<file path="src/hw/rtl/mtd_queue.sv">
// ----------------------------------------------------------------------------
// mtd_queue
// Short first-in first-out queue between the front and back parts.
// ----------------------------------------------------------------------------
module mtd_queue #(
  parameter int WIDTH = 8,
  parameter int DEPTH = 4
) (
  input  logic             clk,
  input  logic             rst,
  input  logic             push,
  input  logic [WIDTH-1:0] push_data,
  output logic             not_full,
  input  logic             pop,
  output logic [WIDTH-1:0] pop_data,
  output logic             not_empty
);

  localparam int PW = (DEPTH > 1) ? $clog2(DEPTH) : 1;
  localparam int CW = $clog2(DEPTH + 1);

  logic [WIDTH-1:0] mem [DEPTH];
  logic [PW-1:0]    wr_ptr;
  logic [PW-1:0]    rd_ptr;
  logic [CW-1:0]    count;

  assign not_full  = (count != CW'(DEPTH));
  assign not_empty = (count != '0);
  assign pop_data  = mem[rd_ptr];

  always_ff @(posedge clk) begin
    if (rst) begin
      wr_ptr <= '0;
      rd_ptr <= '0;
      count  <= '0;
    end else begin
      if (push) begin
        wr_ptr <= (wr_ptr == PW'(DEPTH - 1)) ? '0 : wr_ptr + PW'(1);
      end
      if (pop) begin
        rd_ptr <= (rd_ptr == PW'(DEPTH - 1)) ? '0 : rd_ptr + PW'(1);
      end
      if (push && !pop) begin
        count <= count + CW'(1);
      end else if (pop && !push) begin
        count <= count - CW'(1);
      end
    end
    if (push) begin
      mem[wr_ptr] <= push_data;
    end
  end

`ifndef ASSERT_OFF
  a_count_bound : assert property (@(posedge clk) disable iff (rst)
    count <= CW'(DEPTH)) else $error("queue count exceeds depth");
  a_no_pop_empty : assert property (@(posedge clk) disable iff (rst)
    pop |-> not_empty) else $error("pop from empty queue");
  a_no_push_full : assert property (@(posedge clk) disable iff (rst)
    push |-> not_full) else $error("push into full queue");
`endif

endmodule

</file>
<file path="config.mk">
export PLATFORM = sky130hd
export DESIGN_NAME = mtd_queue
export DESIGN_NICKNAME = d
export VERILOG_FILES = /design/src/hw/rtl/mtd_queue.sv
export SDC_FILE = /design/constraint.sdc
export NUM_CORES = 1
export LEC_CHECK = 0
export ABC_AREA = 1
export BUFFER_PORTS_ARGS = -buffer_cell sky130_fd_sc_hd__buf_2
export CORE_ASPECT_RATIO = 1.75
export CORE_MARGIN = 3
export CORE_UTILIZATION = 54
export CTS_CLUSTER_DIAMETER = 200
export DETAILED_ROUTE_END_ITERATION = 7
export PLACE_DENSITY = 0.85
export SYNTH_ARGS = -nofsm -noshare
export SYNTH_HDL_FRONTEND = slang
export SYNTH_SLANG_ARGS = --single-unit
export TNS_END_PERCENT = 30
</file>
<file path="constraint.sdc">
create_clock -name clk -period 2.1 [get_ports clk]
set_clock_uncertainty 0.05 [all_clocks]
set_input_delay 0.21 -clock clk [delete_from_list [all_inputs] [get_ports clk]]
set_output_delay 0.21 -clock clk [all_outputs]
set_load 0.03 [all_outputs]
</file>
==> results.tsv <==
stage	metric	value	unit
clock_tree	cts_tree	yes	
sta	hold_viol	0	
clock_tree	clk_pin_slew	70	ps
global_route	grt_use_met3	0.06122	
clock_tree	post_cts_resized	0	
sta	fin_setup_tns	0	ps
worst_setup_path	r2r-end	mem[2][7]$_DFFE_PP_	
clock_tree	cts_setup_buffers	0	
clock_tree	clockRootBuffer	clkbuf_8	
drt	detail_route.wl_per_cell	15.25	µm
logic_synthesis	synth.avg_cell_area	12.16	µm²
layout	final_common_cell	edfxtp_1	
place	dp_hpwl	2107	µm
logic_synthesis	yosys.area_share.simple	0.08775	
clock_tree	postCtsHoldBufs	0	
sta	rsz0062_at_grt	no	
sta	whs	63.70	ps
min_path	hold_depth	2	
worst_setup_path	crit_type	reg -> out	
floorplanning	die_h	79.22	µm
layout	layout_common_cells	32 x edfxtp_1, 21 x buf_2, 19 x nor2_1	
sta	relSlewSlack	0.7535	
worst_setup_path	required	1840	ps
global_route	grt_usage	0.1769	
logic_synthesis	synth.mux.area_fraction	0	
drt	vias	1109	
place	dp.cells	184	
layout	nNetsFinal	182	
sta	fin_crit_sh	0.8759	
global_route	grt_max_degree	17	
layout	fillers	240	
logic_synthesis	synth_adder_area_share	0.05749	
logic_synthesis	synth_top_family_by_area	compound AO/OA/AOI/OAI gates	
drt	routed_wirelength	2928	µm
logic_synthesis	synthXorXnorAreaFrac	0	
worst_setup_path	cpPeakStageDelay	550	ps
sta	tightest_slew	369.3	ps
power_and_ir_drop	p_leak	0.7659	nW
logic_synthesis	ys_ff_latch	41	
sta	setup_ws	260.5	ps
drt	route.detailed.drc	0	
logic_synthesis	yosysSeqAreaShare	0.6899	
global_route	grt_pass1_wl	4609	µm
power_and_ir_drop	total_power	1.788	mW
global_route	use_met2	0.2958	
global_route	grt.met1_usage	0.1811	
worst_setup_path	path_max_fanout	16	
status	outcome	completed	
clock_tree	clock_sinks	41	
logic_synthesis	syn_area	1654	µm²
sta	period_needed	1839	ps
clock_tree	cts_buffer_depth	2	
layout	antenna_cells	0	
clock_tree	h-tree-depth	2	
sta	fmax	543.6	MHz
layout	multiInputGateArea	422.9	µm²
worst_setup_path	path_cells	inv_2 -> o21ai_0 -> o22ai_1 -> buf_2	
global_route	grt_pass1_vias	1094	
floorplanning	die_x	47.84	µm
place	place_ws	539.1	ps
logic_synthesis	mappedNetlistNets	155	
layout	regArea	1141	µm²
drt	drtIter0Drc	47	
drt	first_pass_iters	5	
clock_tree	cts_made_buffers	5	
floorplanning	ios	22	
place	numPortBuffers	21	
worst_setup_path	ff2ff_path_depth	4	
flow_run	drv_cap	0	
worst_setup_path	reg2reg_slack	790	ps
layout	areaGrowthSynthToFinish	13.99	%
min_path	hold_end	wr_ptr[0]$_SDFFE_PP0P_	
worst_setup_path	cp_slowest_cell	dfxtp_1	
floorplanning	initial_utilization	0.5650	
clock_tree	clock_latency	290	ps
global_route	grt.overflow.total	0	
sta	setup_viol	0	
worst_setup_path	crit_path_start_kind	flip-flop	
logic_synthesis	synth_cell_types	18	
layout	fin_cells	192	
power_and_ir_drop	ir_drop	0.0005379	V
global_route	top_usage_layer	met2	
global_route	antenna_found_initial	0	
logic_synthesis	synth-compound-area-share	0.1104	
drt	via_per_inst	5.776	
worst_setup_path	cp_data_arrival_time	1580	ps
logic_synthesis	syn_inst	136	
place	gp_congestion	0.7807	
worst_setup_path	r2r-start	wr_ptr[0]$_SDFFE_PP0P_	
floorplanning	design.core.area	2928	µm²
sta	slew_violations	0	
floorplanning	fp.dieArea	3789	µm²
layout	drive_above_1_share	0.2012	
floorplanning	rows	26	
drt	postRouteAntennaNets	0	
power_and_ir_drop	p_per_area	948.0	nW/µm²
logic_synthesis	ys_warn_count	0	
min_path	hold_path.class	in -> reg	
min_path	min-delay-start	rst	
worst_setup_path	endpoint_kind	output port	
area by class of cell:
type | count | share of cell area
multi-input cells | 75 | 0.2243
repair buffers | 22 | 0.05972
flip-flops and latches | 41 | 0.6052
well taps | 28 | 0.01858
clock inverters | 2 | 0.01792
inverters | 18 | 0.03583
clock buffers | 6 | 0.03849
routing by layer:
metal | vias to the layer above | part of all wire
met5 | - | 0
met4 | 0 | 0.027
met3 | 10 | 0.053
met2 | 41 | 0.54
met1 | 528 | 0.38
li1 | 530 | -
Yosys cell counts:
library cell	number	area share
inv_1	17	0.039
fa_1	1	0.012
o22ai_1	8	0.030
o21ai_0	16	0.048
nand2_1	8	0.018
o21ai_1	2	0.0061
inv_2	1	0.0023
edfxtp_1	32	0.58
nor2_2	2	0.0076
o21ai_2	2	0.011
nor3_1	2	0.0061
dfxtp_1	9	0.11
nand3_1	3	0.0091
nand4_1	1	0.0038
nor2_1	19	0.043
a21oi_1	5	0.015
ha_1	6	0.045
buf_6	2	0.014
worst max-delay path, delay by kind of cell (launching register included):
kind / cells / cell delay, ps
buffers and inverters: 2 / 410
AOI/OAI and AO/OA: 2 / 320
DFF: 1 / 550
state kept, by name, indices dropped and copies added, names as in the netlist, named ones only:
signal / flops
count: 3
mem: 32
rd_ptr: 2
wr_ptr: 2
report_power, final:
part / internal, mW / leakage (nW) / switching, mW
Combinational: 0.0749 / 0.344 / 0.168
Sequential: 0.919 / 0.369 / 0.0264
Clock: 0.350 / 0.0528 / 0.248
Total: 1.34 / 0.766 / 0.443
worst max path at each step:
stage / cells past startpoint / to / slack [ps]
2_1_floorplan: 4 / pop_data[1] / 710
3_3_place_gp: 4 / pop_data[7] / 640
3_5_place_dp: 11 / count[2]$_SDFFE_PP0P_ / 540
4_1_cts: 4 / pop_data[3] / 240
5_1_grt: 4 / pop_data[4] / 100
6_report: 4 / pop_data[3] / 260
cell families after synthesis:
family | after synthesis
AOI/OAI and AO/OA | 33
adders and majority gates | 7
DFF | 41
and+or+nand+nor | 35
buffers and inverters | 20
metrics by stage:
step / utilization / area [µm²]
CTS: 0.6440 / 1886
floorplan: - / 1654
detailed placement: 0.6077 / 1779
finish: 0.6440 / 1886
global route: 0.6440 / 1886
global placement: 0.6077 / 1779
(Power assumes the default switching activity.)
