$ cat config.mk
export PLATFORM = sky130hd
export DESIGN_NAME = mtd_back
export DESIGN_NICKNAME = d
export VERILOG_FILES = /design/src/hw/rtl/mtd_pkg.sv /design/src/hw/rtl/mtd_ram.sv /design/src/hw/rtl/mtd_back.sv
export SDC_FILE = /design/constraint.sdc
export NUM_CORES = 2
export LEC_CHECK = 0
export ABC_AREA = 1
export BUFFER_PORTS_ARGS = -buffer_cell sky130_fd_sc_hd__buf_4
export CORE_MARGIN = 2
export CORE_UTILIZATION = 25
export CTS_CLUSTER_SIZE = 8
export DETAILED_ROUTE_END_ITERATION = 8
export SYNTH_ARGS = -nofsm -noshare
export SYNTH_HDL_FRONTEND = slang
export SYNTH_SLANG_ARGS = --single-unit
$ cat constraint.sdc
create_clock -name clk -period 9.8 [get_ports clk]
set_input_delay 0.98 -clock clk [delete_from_list [all_inputs] [get_ports clk]]
set_output_delay 0.98 -clock clk [all_outputs]
set_load 0.05 [all_outputs]
$ cat src/hw/rtl/mtd_pkg.sv
// ----------------------------------------------------------------------------
// mtd_pkg
// Types and fixed constants that the trigger delay modules share.
// ----------------------------------------------------------------------------
package mtd_pkg;

  localparam int CH_W       = 4;
  localparam int SAMPLE_W   = 32;
  localparam int DELAY_W    = 32;
  localparam int SPMS_W     = 24;
  localparam int IN_DATA_W  = 72;
  localparam int OUT_DATA_W = 40;

  localparam int CFG_INDEX_W = 1;
  localparam int CFG_DATA_W  = 24;

  localparam logic [CFG_INDEX_W-1:0] REG_IGNORE = 1'b0;
  localparam logic [CFG_INDEX_W-1:0] REG_SPMS   = 1'b1;

  localparam logic [SPMS_W-1:0] SPMS_RESET = 24'd3145728;

  // Product of a signed delay and an unsigned rate, then one more bit for the rounding add.
  localparam int PROD_W  = DELAY_W + SPMS_W + 1;
  localparam int SUM_W   = PROD_W + 1;
  localparam int WHOLE_W = SUM_W - 32;

  localparam logic [SUM_W-1:0] HALF = SUM_W'(1) << 31;

  localparam int QUEUE_DEPTH = 4;

  typedef struct packed {
    logic in_range;
    logic trig_nz;
    logic pass_now;
  } item_ctl_t;

  localparam int CTL_W = $bits(item_ctl_t);

endpackage

$ cat src/hw/rtl/mtd_ram.sv
// ----------------------------------------------------------------------------
// mtd_ram
// Simple dual-port RAM with one write port and one registered read port.
// ----------------------------------------------------------------------------
module mtd_ram #(
  parameter int WIDTH = 8,
  parameter int DEPTH = 16
) (
  input  logic                                     clk,
  input  logic                                     we,
  input  logic [(DEPTH > 1 ? $clog2(DEPTH) : 1)-1:0] waddr,
  input  logic [WIDTH-1:0]                         wdata,
  input  logic [(DEPTH > 1 ? $clog2(DEPTH) : 1)-1:0] raddr,
  output logic [WIDTH-1:0]                         rdata
);

  logic [WIDTH-1:0] mem [DEPTH];

  always_ff @(posedge clk) begin
    if (we) begin
      mem[waddr] <= wdata;
    end
    rdata <= mem[raddr];
  end

endmodule

$ cat src/hw/rtl/mtd_back.sv
// ----------------------------------------------------------------------------
// mtd_back
// Applies each request to its channel state and registers the result.
// ----------------------------------------------------------------------------
module mtd_back #(
  parameter int CHANNELS   = 16,
  parameter int COUNT_BITS = 24
) (
  input  logic                              clk,
  input  logic                              rst,
  input  logic                              ignore_retrigger,
  input  logic                              q_valid,
  output logic                              q_pop,
  input  logic [mtd_pkg::CH_W-1:0]          q_ch,
  input  logic [mtd_pkg::SAMPLE_W-1:0]      q_s,
  input  logic [COUNT_BITS-1:0]             q_d,
  input  mtd_pkg::item_ctl_t                q_ctl,
  output logic                              m_tvalid,
  input  logic                              m_tready,
  output logic [mtd_pkg::OUT_DATA_W-1:0]    m_tdata
);

  localparam int AW = (CHANNELS > 1) ? $clog2(CHANNELS) : 1;
  localparam int SW = 1 + COUNT_BITS + 2 * mtd_pkg::SAMPLE_W;
  localparam int PREV_LO = 0;
  localparam int HELD_LO = mtd_pkg::SAMPLE_W;
  localparam int ELAP_LO = 2 * mtd_pkg::SAMPLE_W;
  localparam int PEND_B  = 2 * mtd_pkg::SAMPLE_W + COUNT_BITS;

  logic                            b1_valid;
  logic [mtd_pkg::CH_W-1:0]        b1_ch;
  logic [mtd_pkg::SAMPLE_W-1:0]    b1_s;
  logic [COUNT_BITS-1:0]           b1_d;
  mtd_pkg::item_ctl_t              b1_ctl;

  logic [CHANNELS-1:0]             vld;
  logic                            rd_vld_q;
  logic                            fwd_hit;
  logic [SW-1:0]                   fwd_data;

  logic                            b1_adv;
  logic                            b1_load;
  logic [AW-1:0]                   rd_addr;
  logic [AW-1:0]                   waddr;
  logic                            we;
  logic [SW-1:0]                   rdata;
  logic [SW-1:0]                   cur;
  logic [SW-1:0]                   wdata;
  logic                            vld_rd;

  logic                            cur_pend;
  logic [COUNT_BITS-1:0]           cur_elap;
  logic [mtd_pkg::SAMPLE_W-1:0]    cur_held;
  logic [mtd_pkg::SAMPLE_W-1:0]    cur_prev;
  logic                            new_pend;
  logic [COUNT_BITS-1:0]           new_elap;
  logic [mtd_pkg::SAMPLE_W-1:0]    new_held;
  logic                            trig;
  logic [mtd_pkg::SAMPLE_W-1:0]    result;

  assign b1_adv  = b1_valid && (!m_tvalid || m_tready);
  assign b1_load = !b1_valid || b1_adv;
  assign q_pop   = q_valid && b1_load;
  assign rd_addr = q_pop ? AW'(q_ch) : AW'(b1_ch);
  assign waddr   = AW'(b1_ch);
  assign we      = b1_adv && b1_ctl.in_range;
  assign vld_rd  = (32'(rd_addr) < CHANNELS) ? vld[rd_addr] : 1'b0;

  mtd_ram #(
    .WIDTH(SW),
    .DEPTH(CHANNELS)
  ) u_state (
    .clk  (clk),
    .we   (we),
    .waddr(waddr),
    .wdata(wdata),
    .raddr(rd_addr),
    .rdata(rdata)
  );

  // A write in the same cycle as the read of that channel is forwarded.
  assign cur      = fwd_hit ? fwd_data : (rd_vld_q ? rdata : '0);
  assign cur_pend = cur[PEND_B];
  assign cur_elap = cur[ELAP_LO +: COUNT_BITS];
  assign cur_held = cur[HELD_LO +: mtd_pkg::SAMPLE_W];
  assign cur_prev = cur[PREV_LO +: mtd_pkg::SAMPLE_W];

  always_comb begin
    new_pend = cur_pend;
    new_elap = cur_elap;
    new_held = cur_held;
    result   = '0;
    trig     = b1_ctl.trig_nz && (cur_prev == '0) && !(ignore_retrigger && cur_pend);
    if (trig) begin
      if (!b1_ctl.pass_now) begin
        new_pend = 1'b1;
        new_elap = '0;
        new_held = b1_s;
      end else begin
        result = b1_s;
      end
    end else if (cur_pend) begin
      if (!b1_ctl.pass_now && (cur_elap == b1_d)) begin
        result   = cur_held;
        new_pend = 1'b0;
      end
      if (cur_elap != {COUNT_BITS{1'b1}}) begin
        new_elap = cur_elap + COUNT_BITS'(1);
      end
    end
    if (!b1_ctl.in_range) begin
      result = '0;
    end
    wdata = {new_pend, new_elap, new_held, b1_s};
  end

  always_ff @(posedge clk) begin
    if (rst) begin
      b1_valid <= 1'b0;
      m_tvalid <= 1'b0;
      vld      <= '0;
      fwd_hit  <= 1'b0;
      rd_vld_q <= 1'b0;
    end else begin
      if (b1_load) begin
        b1_valid <= q_valid;
      end
      if (b1_adv) begin
        m_tvalid <= 1'b1;
      end else if (m_tready) begin
        m_tvalid <= 1'b0;
      end
      if (we) begin
        vld[waddr] <= 1'b1;
      end
      fwd_hit  <= we && (waddr == rd_addr);
      rd_vld_q <= vld_rd;
    end
    fwd_data <= wdata;
    if (q_pop) begin
      b1_ch  <= q_ch;
      b1_s   <= q_s;
      b1_d   <= q_d;
      b1_ctl <= q_ctl;
    end
    if (b1_adv) begin
      m_tdata <= mtd_pkg::OUT_DATA_W'({result, b1_ch});
    end
  end

`ifndef ASSERT_OFF
  a_range_zero : assert property (@(posedge clk) disable iff (rst)
    b1_adv && !b1_ctl.in_range |=> m_tdata[mtd_pkg::CH_W +: mtd_pkg::SAMPLE_W] == '0)
    else $error("channel out of range gave a nonzero result");
  a_rise_src : assert property (@(posedge clk) disable iff (rst)
    $rose(m_tvalid) |-> $past(b1_adv))
    else $error("result appeared without a request behind it");
  a_write_range : assert property (@(posedge clk) disable iff (rst)
    we |-> 32'(b1_ch) < CHANNELS)
    else $error("state write for a channel out of range");
`endif

endmodule

==> summary.txt <==
CLOCK TREE
------------------------------------------------------------------------------------
CTS tree                                                                       built
Number of H-tree levels                                                            4
Skew-Pair Late Insertion Delay                                                860 ps
Clock transition at path regs                                                  60 ps
Bufs on Longest Clock Path                                                         3
Post-CTS repair timing setup buffer count                                          0
Number of cells upsized or downsized after cts                                     0
Clock buffer count from CTS                                                      233
Sinks on Clock Net                                                             1,721
Number of buffers inserted for hold repair after clock tree synthesis              0
Library cell used as clock root buffer                                  sky130_fd_sc_hd__clkbuf_16

SYNTHESIS
------------------------------------------------------------------------------------
Synth cell types                                                                  43
Synth top area cells                                                    sky130_fd_sc_hd__edfxtp_1, sky130_fd_sc_hd__o211ai_1, sky130_fd_sc_hd__dfxtp_1
Avg Inst Size Synth                                                        12.8 um^2
Synthesis Warnings                                                                 0
Most frequent cell after synthesis                                      sky130_fd_sc_hd__edfxtp_1
Synth top area share                                                           0.661
Fraction of registers with async set/reset                                         0
Proportion of synthesized chip area in sequential cells                        0.720
Leading post-synthesis cells by instance count                          sky130_fd_sc_hd__edfxtp_1, sky130_fd_sc_hd__o211ai_1, sky130_fd_sc_hd__nand2_1
Count of flip-flops with a built-in enable after synthesis                     1,519
Primary FF master, synth                                                sky130_fd_sc_hd__edfxtp_1
#FFs+latches synth                                                             1,721
Mapped Cells                                                                   5,393
Cell area after technology mapping                                       69,000 um^2
Synth area leader                                                       sky130_fd_sc_hd__edfxtp_1

POWER AND IR DROP
------------------------------------------------------------------------------------
Power Dens Cells                                                         215 nW/um^2
Switching part of the total power                                              0.243
Share of power burned in the clock network                                     0.436
Sequential fraction of design power                                            0.482
Switching power summed over all nets                                         4.20 mW
Total power of the final layout                                              17.3 mW
Leak                                                                         26.5 nW
Worst IR drop on VDD                                                        0.190 mV
Internal power summed over all cells                                         13.1 mW
Combinational share of power                                                   0.082

CRITICAL PATH
------------------------------------------------------------------------------------
Setup crit start kind                                                       register
Buffering stage count on the worst path with inverters included                    5
Data arrival time of the critical path                                       5760 ps
Data required time of the worst path                                       10,290 ps
Highest fanout seen on the critical path                                          64
Endpoint kind of the worst setup timing path                                register
Cell with the largest stage delay on the worst path                     sky130_fd_sc_hd__dfxtp_4
Critical setup path kind                                                register to register
Cell seen most often among critical-path stages                         sky130_fd_sc_hd__buf_4
Cell breakdown of the critical path                                     buf_4 -> inv_6 -> nor2_1 -> nand3_1 -> nor3_1 -> nand2_1 -> nand2_2 -> buf_4 -> nand3_4 -> clkinv_2 -> buf_4 -> nand2_1 -> o21ai_1
Cell family contributing the most delay on the critical path            buffers and inverters
Maximum cell stage delay along the critical path                              820 ps

DRT
------------------------------------------------------------------------------------
Remaining routing DRC violations                                                   0
Number of vias in the routed layout                                           44,498
Drt wl/cell                                                                  21.4 um
Total Wirelength                                                          200,000 um
Pre-Repair DR Iteration Count                                                      6
DRC violation total after the first TritonRoute iteration                      3,932
Routed Antenna Nets                                                                0
Via density per instance                                                        4.76

LAYOUT
------------------------------------------------------------------------------------
Area added between synthesis and finish                                        16.8%
Fraction of layout cells with a size suffix above 1                            0.157
Post-layout instance area                                                80,600 um^2
Post-layout nets                                                               5,526
Final Instance Count excl. Fillers                                             9,351

STA
------------------------------------------------------------------------------------
Slew HR                                                                       0.0930
Fmax                                                                         190 MHz
Worst clock skew on the final layout                                         56.1 ps
Number of setup violations in the final report                                     0
Count of final max-slew check failures                                             0
Final Hold Fails                                                                   0
Final total negative setup slack                                                0 ps
Slew at the pin closest to its max-slew limit                                1360 ps
Share of the clock period used by the worst path                               0.538
RSZ-0062 raised after global routing                                              no
Crit path time final                                                         5280 ps

FLOORPLANNING
------------------------------------------------------------------------------------
Die width                                                                     529 um
Number of cell rows                                                              192
Floorplan Core Area                                                     274,000 um^2
DIE AREA                                                                280,000 um^2
Number of primary I/O pins                                                       110
Starting density of the core                                                   0.252
Height of the chip                                                            529 um

PLACE
------------------------------------------------------------------------------------
Count of port buffers added during placement                                     105
Estimated wirelength of the detail-placed design                          101,000 um
Number of placed instances with taps included                                  8,909
Gp weighted congestion                                                         0.887
Placed cell area                                                         73,700 um^2

GLOBAL ROUTE
------------------------------------------------------------------------------------
Vias in the first global route                                                44,126
Largest net degree at the start of global routing                                215
Leftover overflow at the end of global routing                                     0
Tot GR Track Use                                                               0.139
Number of antenna violations at the first check in global routing                  5
Wire length of the first global-routing pass                              293,000 um

WORST HOLD PATH
------------------------------------------------------------------------------------
Worst hold-check path type                                              primary input to register

STATUS
------------------------------------------------------------------------------------
Status                                                                  finished clean

FLOW RUN
------------------------------------------------------------------------------------
Max Cap Violations                                                                 0

==> worst register-to-register path, delay by kind of cell, from the launching register on <==
kind                   cells  cell delay (ps)
buffers and inverters      5             2340
AO/OA/AOI/OAI              1              620
AND/OR/NAND/NOR            7             1140
flip-flops                 1              820
==> registers in the layout (all words and copies together) (netlist names) <==
| register | flops |
|---|---|
| b1_ctl | 3 |
| rd_vld_q | 1 |
| b1_valid | 1 |
| b1_s | 32 |
| b1_d | 24 |
| fwd_hit | 1 |
| m_tdata | 36 |
| u_state.mem | 1424 |
| m_tvalid | 1 |
| b1_ch | 4 |
| fwd_data | 89 |
| u_state.rdata | 89 |
| vld | 16 |
==> final cells by class <==
class | instances | area, um^2
inverters | 238 | 925
clock inverters | 13 | 277
fillers | 27395 | 194000
diodes | 2 | 5.00
clock buffers | 427 | 6620
multi-input cells | 3067 | 16900
well taps | 3686 | 4610
flip-flops and latches | 1721 | 49700
repair buffers | 197 | 1580
==> path summary, 6_finish.rpt <==
kind	startpoint	end	slack, ps	depth (start not counted)
worst max-delay path	fwd_hit$_SDFF_PP0_	u_state.mem[7][48]$_DFFE_PP_	4520	13
worst min-delay path	q_d[18]	b1_d[18]$_DFFE_PN_	290	1
worst max register to register	fwd_hit$_SDFF_PP0_	u_state.mem[7][48]$_DFFE_PP_	4520	13
worst min register to register	vld[4]$_SDFFE_PP0P_	vld[4]$_SDFFE_PP0P_	470	2
==> logic make-up after synthesis <==
| logic type | synth area share |
|---|---|
| simple gates | 0.125 |
| compound gates | 0.116 |
| flops | 0.720 |
| other cells | 0.0000543 |
| buf+inv | 0.0384 |
| xor+xnor | 0.000762 |
==> placed cells by master (no fill, tap or decap), types with 5 or more instances in the layout <==
master                      instances
sky130_fd_sc_hd__inv_2              5
sky130_fd_sc_hd__clkinv_16          5
sky130_fd_sc_hd__nand3_2           32
sky130_fd_sc_hd__nand3_1          289
sky130_fd_sc_hd__clkbuf_1         190
sky130_fd_sc_hd__nand4_1           50
sky130_fd_sc_hd__nor2_1           519
sky130_fd_sc_hd__clkbuf_16        235
sky130_fd_sc_hd__nor3_1             5
sky130_fd_sc_hd__nor2_2             7
sky130_fd_sc_hd__nor2_4            22
sky130_fd_sc_hd__a21oi_2           29
sky130_fd_sc_hd__inv_1            226
sky130_fd_sc_hd__a21oi_1            9
sky130_fd_sc_hd__o21ai_0          358
sky130_fd_sc_hd__a22oi_1           32
sky130_fd_sc_hd__buf_4            189
sky130_fd_sc_hd__nand2_2           28
sky130_fd_sc_hd__o211ai_1         716
sky130_fd_sc_hd__nand2_1          593
sky130_fd_sc_hd__nand3b_1           5
sky130_fd_sc_hd__buf_12             8
sky130_fd_sc_hd__or2_2            300
sky130_fd_sc_hd__dfxtp_1          200
sky130_fd_sc_hd__o21ai_1           44
sky130_fd_sc_hd__edfxtp_1        1519
==> layer usage <==
metal	vias to the layer above	GRT usage	share of wire
met2	1694	0.242	0.50
met5	-	0	0
li1	19937	-	-
met4	0	0.0727	0.050
met3	381	0.0182	0.061
met1	22486	0.167	0.39
==> stage by stage <==
step                setup WS [ps]  utilization  hold WS, ps
finish                       4520        0.294          295
global route                 4250        0.294          278
CTS                          4610        0.294          246
detailed placement           4540        0.269          462
global placement             4650        0.269          451
floorplan                    3890            -          431
==> power groups by stage <==
stage	Clock [mW]	Combinational, mW	Sequential (mW)
final	7.54	1.42	8.34
after global routing	7.96	1.55	8.35
after CTS	7.65	1.42	8.34
after detailed placement	0	1.41	8.48
after global placement	0	1.39	8.48
after floorplan	0	0.909	8.45
Power figures use the tool's default switching activity.
